--- src/rtl/buddy_tree_page_allocator_defines.svh ---
// assertion macros for the buddy tree page allocator
// expects signals named clk and rst in the scope of each use
`ifndef BUDDY_TREE_PAGE_ALLOCATOR_DEFINES_SVH
`define BUDDY_TREE_PAGE_ALLOCATOR_DEFINES_SVH

// same-cycle implication, off during reset
`define BTA_ASSERT_NOW(label, ante, cons, msg) \
  label: assert property (@(posedge clk) disable iff (rst) (ante) |-> (cons)) \
    else $error(msg);

// next-cycle implication, off during reset
`define BTA_ASSERT_NEXT(label, ante, cons, msg) \
  label: assert property (@(posedge clk) disable iff (rst) (ante) |=> (cons)) \
    else $error(msg);

`endif

--- src/rtl/bta_pkg.sv ---
// shared constants and types for the buddy tree page allocator
// no dependencies
package bta_pkg;

  localparam int TOTAL_PAGES_DEF = 1024;

  // fixed widths of the channel fields
  localparam int PAGES_W = 11;
  localparam int OFFS_W  = 10;
  localparam int STAT_W  = 2;

  // operation codes
  localparam logic FUNC_ALLOC = 1'b0;
  localparam logic FUNC_FREE  = 1'b1;

  // result status codes
  localparam logic [STAT_W-1:0] ST_OK       = 2'd0;
  localparam logic [STAT_W-1:0] ST_NOSPACE  = 2'd1;
  localparam logic [STAT_W-1:0] ST_NOTALLOC = 2'd2;

  typedef struct packed {
    logic [STAT_W-1:0]  status;
    logic [OFFS_W-1:0]  block_offset;
    logic [PAGES_W-1:0] block_pages;
    logic [PAGES_W-1:0] largest_free;
  } bta_res_t;

endpackage

--- src/rtl/bta_walk.sv ---
// tree walker: clearing sweep, allocate descent, free climb, ancestor update
// depends on bta_pkg; drives the node store
module bta_walk #(
  parameter int TOTAL_PAGES = bta_pkg::TOTAL_PAGES_DEF,
  localparam int AW = $clog2(TOTAL_PAGES),
  localparam int VW = AW + 1,
  localparam int PW = 2 * VW
) (
  input  logic                        clk,
  input  logic                        rst,
  input  logic                        start,
  input  logic                        func,
  input  logic [bta_pkg::PAGES_W-1:0] request_pages,
  input  logic [bta_pkg::OFFS_W-1:0]  page_offset,
  output logic                        idle,
  output logic                        res_valid,
  input  logic                        res_take,
  output bta_pkg::bta_res_t           res,
  output logic                        ram_wr_en,
  output logic [AW-1:0]               ram_wr_addr,
  output logic [PW-1:0]               ram_wr_data,
  output logic                        ram_rd_en,
  output logic [AW-1:0]               ram_rd_addr,
  input  logic [PW-1:0]               ram_rd_data
);

  localparam int IW = AW + 1;
  localparam int CW = (VW > bta_pkg::PAGES_W) ? VW : bta_pkg::PAGES_W;
  localparam int OW = (AW > bta_pkg::OFFS_W) ? AW : bta_pkg::OFFS_W;

  localparam logic [2:0] S_CLEAR = 3'd0;
  localparam logic [2:0] S_IDLE  = 3'd1;
  localparam logic [2:0] S_DOWN  = 3'd2;
  localparam logic [2:0] S_CLIMB = 3'd3;
  localparam logic [2:0] S_UP    = 3'd4;
  localparam logic [2:0] S_DONE  = 3'd5;

  logic [2:0]                  state;
  logic [IW-1:0]               node;
  logic [VW-1:0]               size;
  logic [AW-1:0]               off;
  logic [VW-1:0]               val;
  logic [PW-1:0]               pair;
  logic                        up_first;
  logic                        is_free;
  logic [CW-1:0]               need;
  logic [AW-1:0]               clr_thr;
  logic [VW-1:0]               root;
  logic [bta_pkg::STAT_W-1:0]  res_st;
  logic [AW-1:0]               res_off;
  logic [VW-1:0]               res_pages;

  logic [bta_pkg::PAGES_W-1:0] n_req;
  logic                        page_bad;
  logic [IW-1:0]               leaf;
  logic [VW-1:0]               rd_lo;
  logic [VW-1:0]               rd_hi;
  logic [VW-1:0]               half;
  logic                        fit_l;
  logic                        fit_r;
  logic [IW-1:0]               child;
  logic [VW-1:0]               cur_v;
  logic [PW-1:0]               src;
  logic [PW-1:0]               merged;
  logic [VW-1:0]               par_l;
  logic [VW-1:0]               par_r;
  logic [VW-1:0]               whole;
  logic [VW:0]                 sum;
  logic [VW-1:0]               par_val;
  logic [OW-1:0]               off_ext;
  logic [CW-1:0]               pages_ext;
  logic [CW-1:0]               root_ext;

  // a zero request counts as one page
  assign n_req    = (request_pages == '0) ? bta_pkg::PAGES_W'(1) : request_pages;
  assign page_bad = (OW + 1)'(page_offset) >= (OW + 1)'(TOTAL_PAGES);
  assign leaf     = IW'(OW'(page_offset)) + IW'(TOTAL_PAGES);

  // entry e holds node 2e in the low half and node 2e+1 in the high half
  assign rd_lo = ram_rd_data[VW-1:0];
  assign rd_hi = ram_rd_data[PW-1:VW];
  assign half  = size >> 1;
  assign fit_l = CW'(rd_lo) >= need;
  assign fit_r = CW'(rd_hi) >= need;
  assign child = fit_l ? IW'({node, 1'b0}) : IW'({node, 1'b1});
  assign cur_v = node[0] ? rd_hi : rd_lo;

  // parent value from the freshly updated sibling pair
  assign src     = up_first ? pair : ram_rd_data;
  assign merged  = node[0] ? {val, src[VW-1:0]} : {src[PW-1:VW], val};
  assign par_l   = merged[VW-1:0];
  assign par_r   = merged[PW-1:VW];
  assign whole   = VW'(size << 1);
  assign sum     = {1'b0, par_l} + {1'b0, par_r};
  assign par_val = (is_free && sum == {1'b0, whole}) ? whole :
                   ((par_l > par_r) ? par_l : par_r);

  always_comb begin
    ram_wr_en   = 1'b0;
    ram_wr_addr = off;
    ram_wr_data = {size, size};
    ram_rd_en   = 1'b0;
    ram_rd_addr = AW'(node >> 2);
    unique case (state)
      S_CLEAR: begin
        ram_wr_en = 1'b1;
      end
      S_IDLE: begin
        if (start) begin
          if (func == bta_pkg::FUNC_ALLOC) begin
            ram_rd_en   = CW'(n_req) <= CW'(root);
            ram_rd_addr = AW'(1);
          end else begin
            ram_rd_en   = !page_bad;
            ram_rd_addr = AW'(leaf >> 1);
          end
        end
      end
      S_DOWN: begin
        ram_rd_en   = (fit_l || fit_r) && (half != VW'(1));
        ram_rd_addr = AW'(child);
      end
      S_CLIMB: begin
        ram_rd_en = (cur_v != '0) && (node != IW'(1));
      end
      S_UP: begin
        ram_wr_en   = 1'b1;
        ram_wr_addr = AW'(node >> 1);
        ram_wr_data = merged;
        ram_rd_en   = node != IW'(1);
      end
      S_DONE: begin
        ram_rd_en = 1'b0;
      end
      default: begin
        ram_rd_en = 1'b0;
      end
    endcase
  end

  always_ff @(posedge clk) begin
    if (rst) begin
      state    <= S_CLEAR;
      off      <= AW'(TOTAL_PAGES - 1);
      size     <= VW'(1);
      clr_thr  <= AW'(TOTAL_PAGES / 2);
      root     <= VW'(TOTAL_PAGES);
      up_first <= 1'b0;
      is_free  <= 1'b0;
    end else begin
      unique case (state)
        S_CLEAR: begin
          // sweep from the leaves upward, doubling at each level boundary
          if (off == clr_thr) begin
            size    <= size << 1;
            clr_thr <= clr_thr >> 1;
          end
          if (off == '0) begin
            state <= S_IDLE;
          end else begin
            off <= off - AW'(1);
          end
        end
        S_IDLE: begin
          if (start) begin
            if (func == bta_pkg::FUNC_ALLOC) begin
              if (CW'(n_req) > CW'(root)) begin
                res_st    <= bta_pkg::ST_NOSPACE;
                res_off   <= '0;
                res_pages <= '0;
                state     <= S_DONE;
              end else begin
                node    <= IW'(1);
                size    <= VW'(TOTAL_PAGES);
                off     <= '0;
                pair    <= {root, VW'(0)};
                need    <= CW'(n_req);
                is_free <= 1'b0;
                state   <= S_DOWN;
              end
            end else begin
              if (page_bad) begin
                res_st    <= bta_pkg::ST_NOTALLOC;
                res_off   <= '0;
                res_pages <= '0;
                state     <= S_DONE;
              end else begin
                node    <= leaf;
                size    <= VW'(1);
                off     <= AW'(page_offset);
                is_free <= 1'b1;
                state   <= S_CLIMB;
              end
            end
          end
        end
        S_DOWN: begin
          up_first <= 1'b1;
          val      <= '0;
          if (fit_l || fit_r) begin
            node <= child;
            size <= half;
            pair <= ram_rd_data;
            if (half == VW'(1)) begin
              res_pages <= half;
              res_off   <= fit_l ? off : off + AW'(half);
              state     <= S_UP;
            end
            if (!fit_l) begin
              off <= off + AW'(half);
            end
          end else begin
            res_pages <= size;
            res_off   <= off;
            state     <= S_UP;
          end
        end
        S_CLIMB: begin
          if (cur_v != '0) begin
            if (node == IW'(1)) begin
              res_st    <= bta_pkg::ST_NOTALLOC;
              res_off   <= '0;
              res_pages <= '0;
              state     <= S_DONE;
            end else begin
              node <= node >> 1;
              size <= size << 1;
              off  <= off & ~AW'(size);
            end
          end else begin
            // first used node on the path owns the whole block
            pair      <= ram_rd_data;
            val       <= size;
            up_first  <= 1'b1;
            res_pages <= size;
            res_off   <= off;
            state     <= S_UP;
          end
        end
        S_UP: begin
          up_first <= 1'b0;
          if (node == IW'(1)) begin
            root   <= val;
            res_st <= bta_pkg::ST_OK;
            state  <= S_DONE;
          end else begin
            val  <= par_val;
            node <= node >> 1;
            size <= size << 1;
          end
        end
        S_DONE: begin
          if (res_take) begin
            state <= S_IDLE;
          end
        end
        default: begin
          state <= S_IDLE;
        end
      endcase
    end
  end

  assign idle      = state == S_IDLE;
  assign res_valid = state == S_DONE;

  assign off_ext   = OW'(res_off);
  assign pages_ext = CW'(res_pages);
  assign root_ext  = CW'(root);

  assign res.status       = res_st;
  assign res.block_offset = off_ext[bta_pkg::OFFS_W-1:0];
  assign res.block_pages  = pages_ext[bta_pkg::PAGES_W-1:0];
  assign res.largest_free = root_ext[bta_pkg::PAGES_W-1:0];

endmodule

--- config.mk ---
export PLATFORM = sky130hd
export DESIGN_NAME = bta_walk
export DESIGN_NICKNAME = d
export VERILOG_FILES = /design/src/rtl/buddy_tree_page_allocator_defines.svh /design/src/rtl/bta_pkg.sv /design/src/rtl/bta_walk.sv
export SDC_FILE = /design/constraint.sdc
export NUM_CORES = 1
export LEC_CHECK = 0
export BUFFER_PORTS_ARGS = -buffer_cell sky130_fd_sc_hd__buf_2
export CAP_MARGIN = 10
export CORE_ASPECT_RATIO = 1.75
export CORE_UTILIZATION = 50
export DETAILED_ROUTE_END_ITERATION = 8
export PLACE_DENSITY = 0.71
export SYNTH_ARGS = -nofsm -noshare
export SYNTH_HDL_FRONTEND = slang
export SYNTH_SLANG_ARGS = --single-unit
--- constraint.sdc ---
create_clock -name clk -period 5.5 [get_ports clk]
set_clock_uncertainty 0.1 [all_clocks]
set_input_delay 0.275 -clock clk [delete_from_list [all_inputs] [get_ports clk]]
set_output_delay 0.275 -clock clk [all_outputs]
set_load 0.03 [all_outputs]
==> run summary <==
The number of buffers added by the clock tree synthesis step was 17. In this run the worst path has a maximum fanout of 15. Counting both buffers and inverters, the worst setup path holds a total of 3. Static timing analysis puts the maximum clock frequency at 0.217 GHz.

TritonCTS built the clock tree. The sequential-to-total area share from yosys stat is 35.1%. The effective utilization at floorplan is 51.5%. The total via count after detailed routing was 9178; the routed wire length was 31100 um. The tools report the initial antenna violation count as 0. The signal arrival time at the worst endpoint is 4790 ps, and the area of the mapped netlist is 0.00935 mm2. During synthesis, Yosys emitted a total of 0 warnings. Setup repair after global routing left no endpoint under its margin. The commonest cells after synthesis are 161 x sky130_fd_sc_hd__nand2_1, 78 x sky130_fd_sc_hd__edfxtp_1, 78 x sky130_fd_sc_hd__o21ai_0.

At the pin with the least slew margin, the transition time is 1190 ps. In the post-synthesis netlist, the cell with the most instances is sky130_fd_sc_hd__nand2_1. In this run the core area contains 65 standard-cell rows. The area growth from synthesis to layout is 14.1%.

The area share of the largest cell type after synthesis came out at 25.1%. The number of global-route vias before repair is 8915. The standby leakage power is 4.53 nW, and the die outline height is 183 um. The first global-routing pass estimated 48000 um of wire. The wire length on met1 was 11000 um. The clock drives 125 sinks.

For this run, the leading register cell type out of synthesis is sky130_fd_sc_hd__edfxtp_1. Entering global routing, the biggest net connects 47 pins. The class of the most critical setup path is reg2reg. The final global-route overflow total came out at 0. No sink is reached through more buffers than the 2 on the longest clock path. Master of the slowest instance on the critical path: sky130_fd_sc_hd__dfxtp_1. Summed over all nets, wire length on met2 after detailed routing comes to 15600 um.

Walking the worst path, the cells encountered are buf_4 > mux2i_1 > nand2_1 > o21ai_0 > inv_1 > ha_1 > nand2b_1 > a211oi_1 > o211ai_1 > o31ai_1 > xor2_1 > a2111oi_2 > buf_4 > mux2_1 > o21ai_1. Synthesis inferred 125 register bits. The power density normalized to cell area works out to 231 mW/mm2. Summed over all instances, the cell type with the most area after synthesis is sky130_fd_sc_hd__edfxtp_1. The tools report the count of final hold-check violations as 0. Dividing the detail-routed via count by the number of cells gives 6.37. Horizontal die dimension: 105 um. The number of enable flip-flop cells after synthesis was 78; the post-synth net total was 1227. The number of standard cells after synthesis was 1112. The tools report the critical path required time as 5680 ps. The tools report the cell chosen for the clock root as sky130_fd_sc_hd__clkbuf_16. Wire segments on met3 add up to 2190 um in the final route. The repair_antennas step left the layout with diodes totalling 0.

The number of nets still failing antenna checks after routing was 0. In the final routed layout, each cell accounts on average for 21.6 um. Port buffering added 127 buffers. STA classifies the critical path startpoint as a flip-flop. The number of library cell types mapped by synthesis is 70. The final critical-path share of the clock period works out to 83.8%. The clock reaches the later pin of the worst-skew pair after 440 ps. The tightest min-delay check is of the in2reg type.

Synthesized area per cell: 8.41 um2. The logs give 4 for the H-tree depth and 128 for the number of primary I/O pins. The largest single stage delay on the critical path is 640 ps.

The max-slew headroom at the worst pin was 19.5%. The count of placed standard cells in the final layout, fillers left out came out at 1440. Broken down by cell family, the worst path's largest delay share belongs to compound AO/OA/AOI/OAI gates. The core region is 0.0181 mm2.

The floorplan step defined a die boundary enclosing 0.0193 mm2. For the largest vdd supply drop, the log shows 0.000198 V. Yosys attributes the largest share of cell area to sky130_fd_sc_hd__edfxtp_1 25%, sky130_fd_sc_hd__dfxtp_1 10%, sky130_fd_sc_hd__ha_1 8.7%, sky130_fd_sc_hd__nand2_1 6.5%, sky130_fd_sc_hd__mux2i_1 5.0%. The tools report the number of max-capacitance violations reported as 0. The share of synthesized flip-flops with an asynchronous set or reset was 0%; the length of the first detailed-routing pass in iterations was 8. For the layout net count, the log shows 1308. The number of pins exceeding their max-slew limit in the final report was 0; the layout cell share with drive strength beyond 1 was 15.4%.

The overall routing resource usage was 32.9%; the violation count after the first detailed-routing iteration was 691. The category of the worst setup path capture point is a flip-flop. Detailed placement finished with a half-perimeter wire length of 22800 um. The run gives 1398 as the placed cell count.

Setup violations remaining at the end of the flow were counted as 0. The run finished with clean final reports. Clock edge transition at the registers on the reported setup and hold paths: 70 ps. For this run, design rule violations remaining after detail routing come to 0. Signal routing reaches up to met4. Routability congestion estimate from global placement: 0.938.

In this design, the critical path's most frequently occurring cell is sky130_fd_sc_hd__buf_4. The clock period minus worst slack works out to 4610 ps. The run gives 0 ps as the sum of negative setup slack.
==> through the flow <==
stage | power, mW | util, % | worst slack [ps] | cell area [um2] | hold slack [ps]
after floorplan | 1.29 | - | 1210 | 9350 | 342
after CTS | 2.45 | 58.8 | 919 | 10700 | 21.8
final | 2.46 | 58.8 | 890 | 10700 | 44.8
after global routing | 2.54 | 58.8 | 582 | 10700 | 42.0
after global placement | 1.40 | 55.3 | 1000 | 10000 | 362
after detailed placement | 1.40 | 55.3 | 951 | 10000 | 368
==> cells in the final DEF (no fill, tap or decap), types with 47 or more instances in the layout <==
cell                         n
sky130_fd_sc_hd__mux2i_1    47
sky130_fd_sc_hd__ha_1       65
sky130_fd_sc_hd__o21ai_0    77
sky130_fd_sc_hd__edfxtp_1   78
sky130_fd_sc_hd__nand2_1   161
sky130_fd_sc_hd__inv_1      75
sky130_fd_sc_hd__a21oi_1    68
sky130_fd_sc_hd__dfxtp_1    47
sky130_fd_sc_hd__nor2_1     76
sky130_fd_sc_hd__buf_2     127
==> layer usage <==
metal | vias up | track usage [%]
met1 | 4348 | 35.3
met2 | 499 | 57.8
met3 | 148 | 5.51
li1 | 4183 | -
met4 | 0 | 24.3
met5 | - | 0
==> logic make-up after synthesis <==
group / synth area share [%]
and+or+nand+nor: 18.4
buffers and inverters: 6.87
adders and majority gates: 9.13
DFF: 35.1
xor gates and xnor gates: 2.72
muxes: 5.15
AOI/OAI and AO/OA: 22.6
==> path summary, 6_finish.rpt <==
check / cells after the start / endpoint / slack (ps) / startpoint
setup / recovery: 15 / val[2] / 890 / up_first
hold / removal: 3 / need[0] / 40 / request_pages[0]
setup reg to reg: 15 / val[2] / 890 / up_first
hold reg to reg: 2 / clr_thr[9] / 380 / clr_thr[9]
==> flip-flops by register name, indices dropped and copies added (netlist names) <==
signal and flops:
node 11, size 11, off_ext 10, state 3, off 10, need 11
clr_thr 10, res_st 2, pages_ext 11, root 11, val 11, pair 22
up_first 1, is_free 1
==> power breakdown <==
part	leakage (nW)	total, mW	internal, mW	switching, mW
sequential	1.12	1.04	1.00	0.0419
combinational	3.14	0.356	0.138	0.218
clock	0.257	1.06	0.584	0.475
==> worst reg2reg max path, stage by stage (launching register included) <==
cell and delay, ps:
sky130_fd_sc_hd__dfxtp_1 640, sky130_fd_sc_hd__buf_4 360, sky130_fd_sc_hd__mux2i_1 220, sky130_fd_sc_hd__nand2_1 60
sky130_fd_sc_hd__o21ai_0 240, sky130_fd_sc_hd__inv_1 170, sky130_fd_sc_hd__ha_1 350, sky130_fd_sc_hd__nand2b_1 180
sky130_fd_sc_hd__a211oi_1 330, sky130_fd_sc_hd__o211ai_1 220, sky130_fd_sc_hd__o31ai_1 400, sky130_fd_sc_hd__xor2_1 160
sky130_fd_sc_hd__a2111oi_2 370, sky130_fd_sc_hd__buf_4 270, sky130_fd_sc_hd__mux2_1 340, sky130_fd_sc_hd__o21ai_1 70
==> cell type report <==
type | instances | area (um2)
multi-input combinational | 825 | 5440
clock inverter | 14 | 110
fill | 1636 | 7480
inverter | 75 | 282
timing repair buffer | 149 | 826
tap | 234 | 293
clock buffer | 18 | 429
sequential | 125 | 3280
==> repair_timing <==
item	in CTS	in global routing
buffers inserted	0	0
gates resized for setup	0	0
endpoints found under the hold margin	10	0
hold buffers	10	0
(Power assumes the default switching activity.)
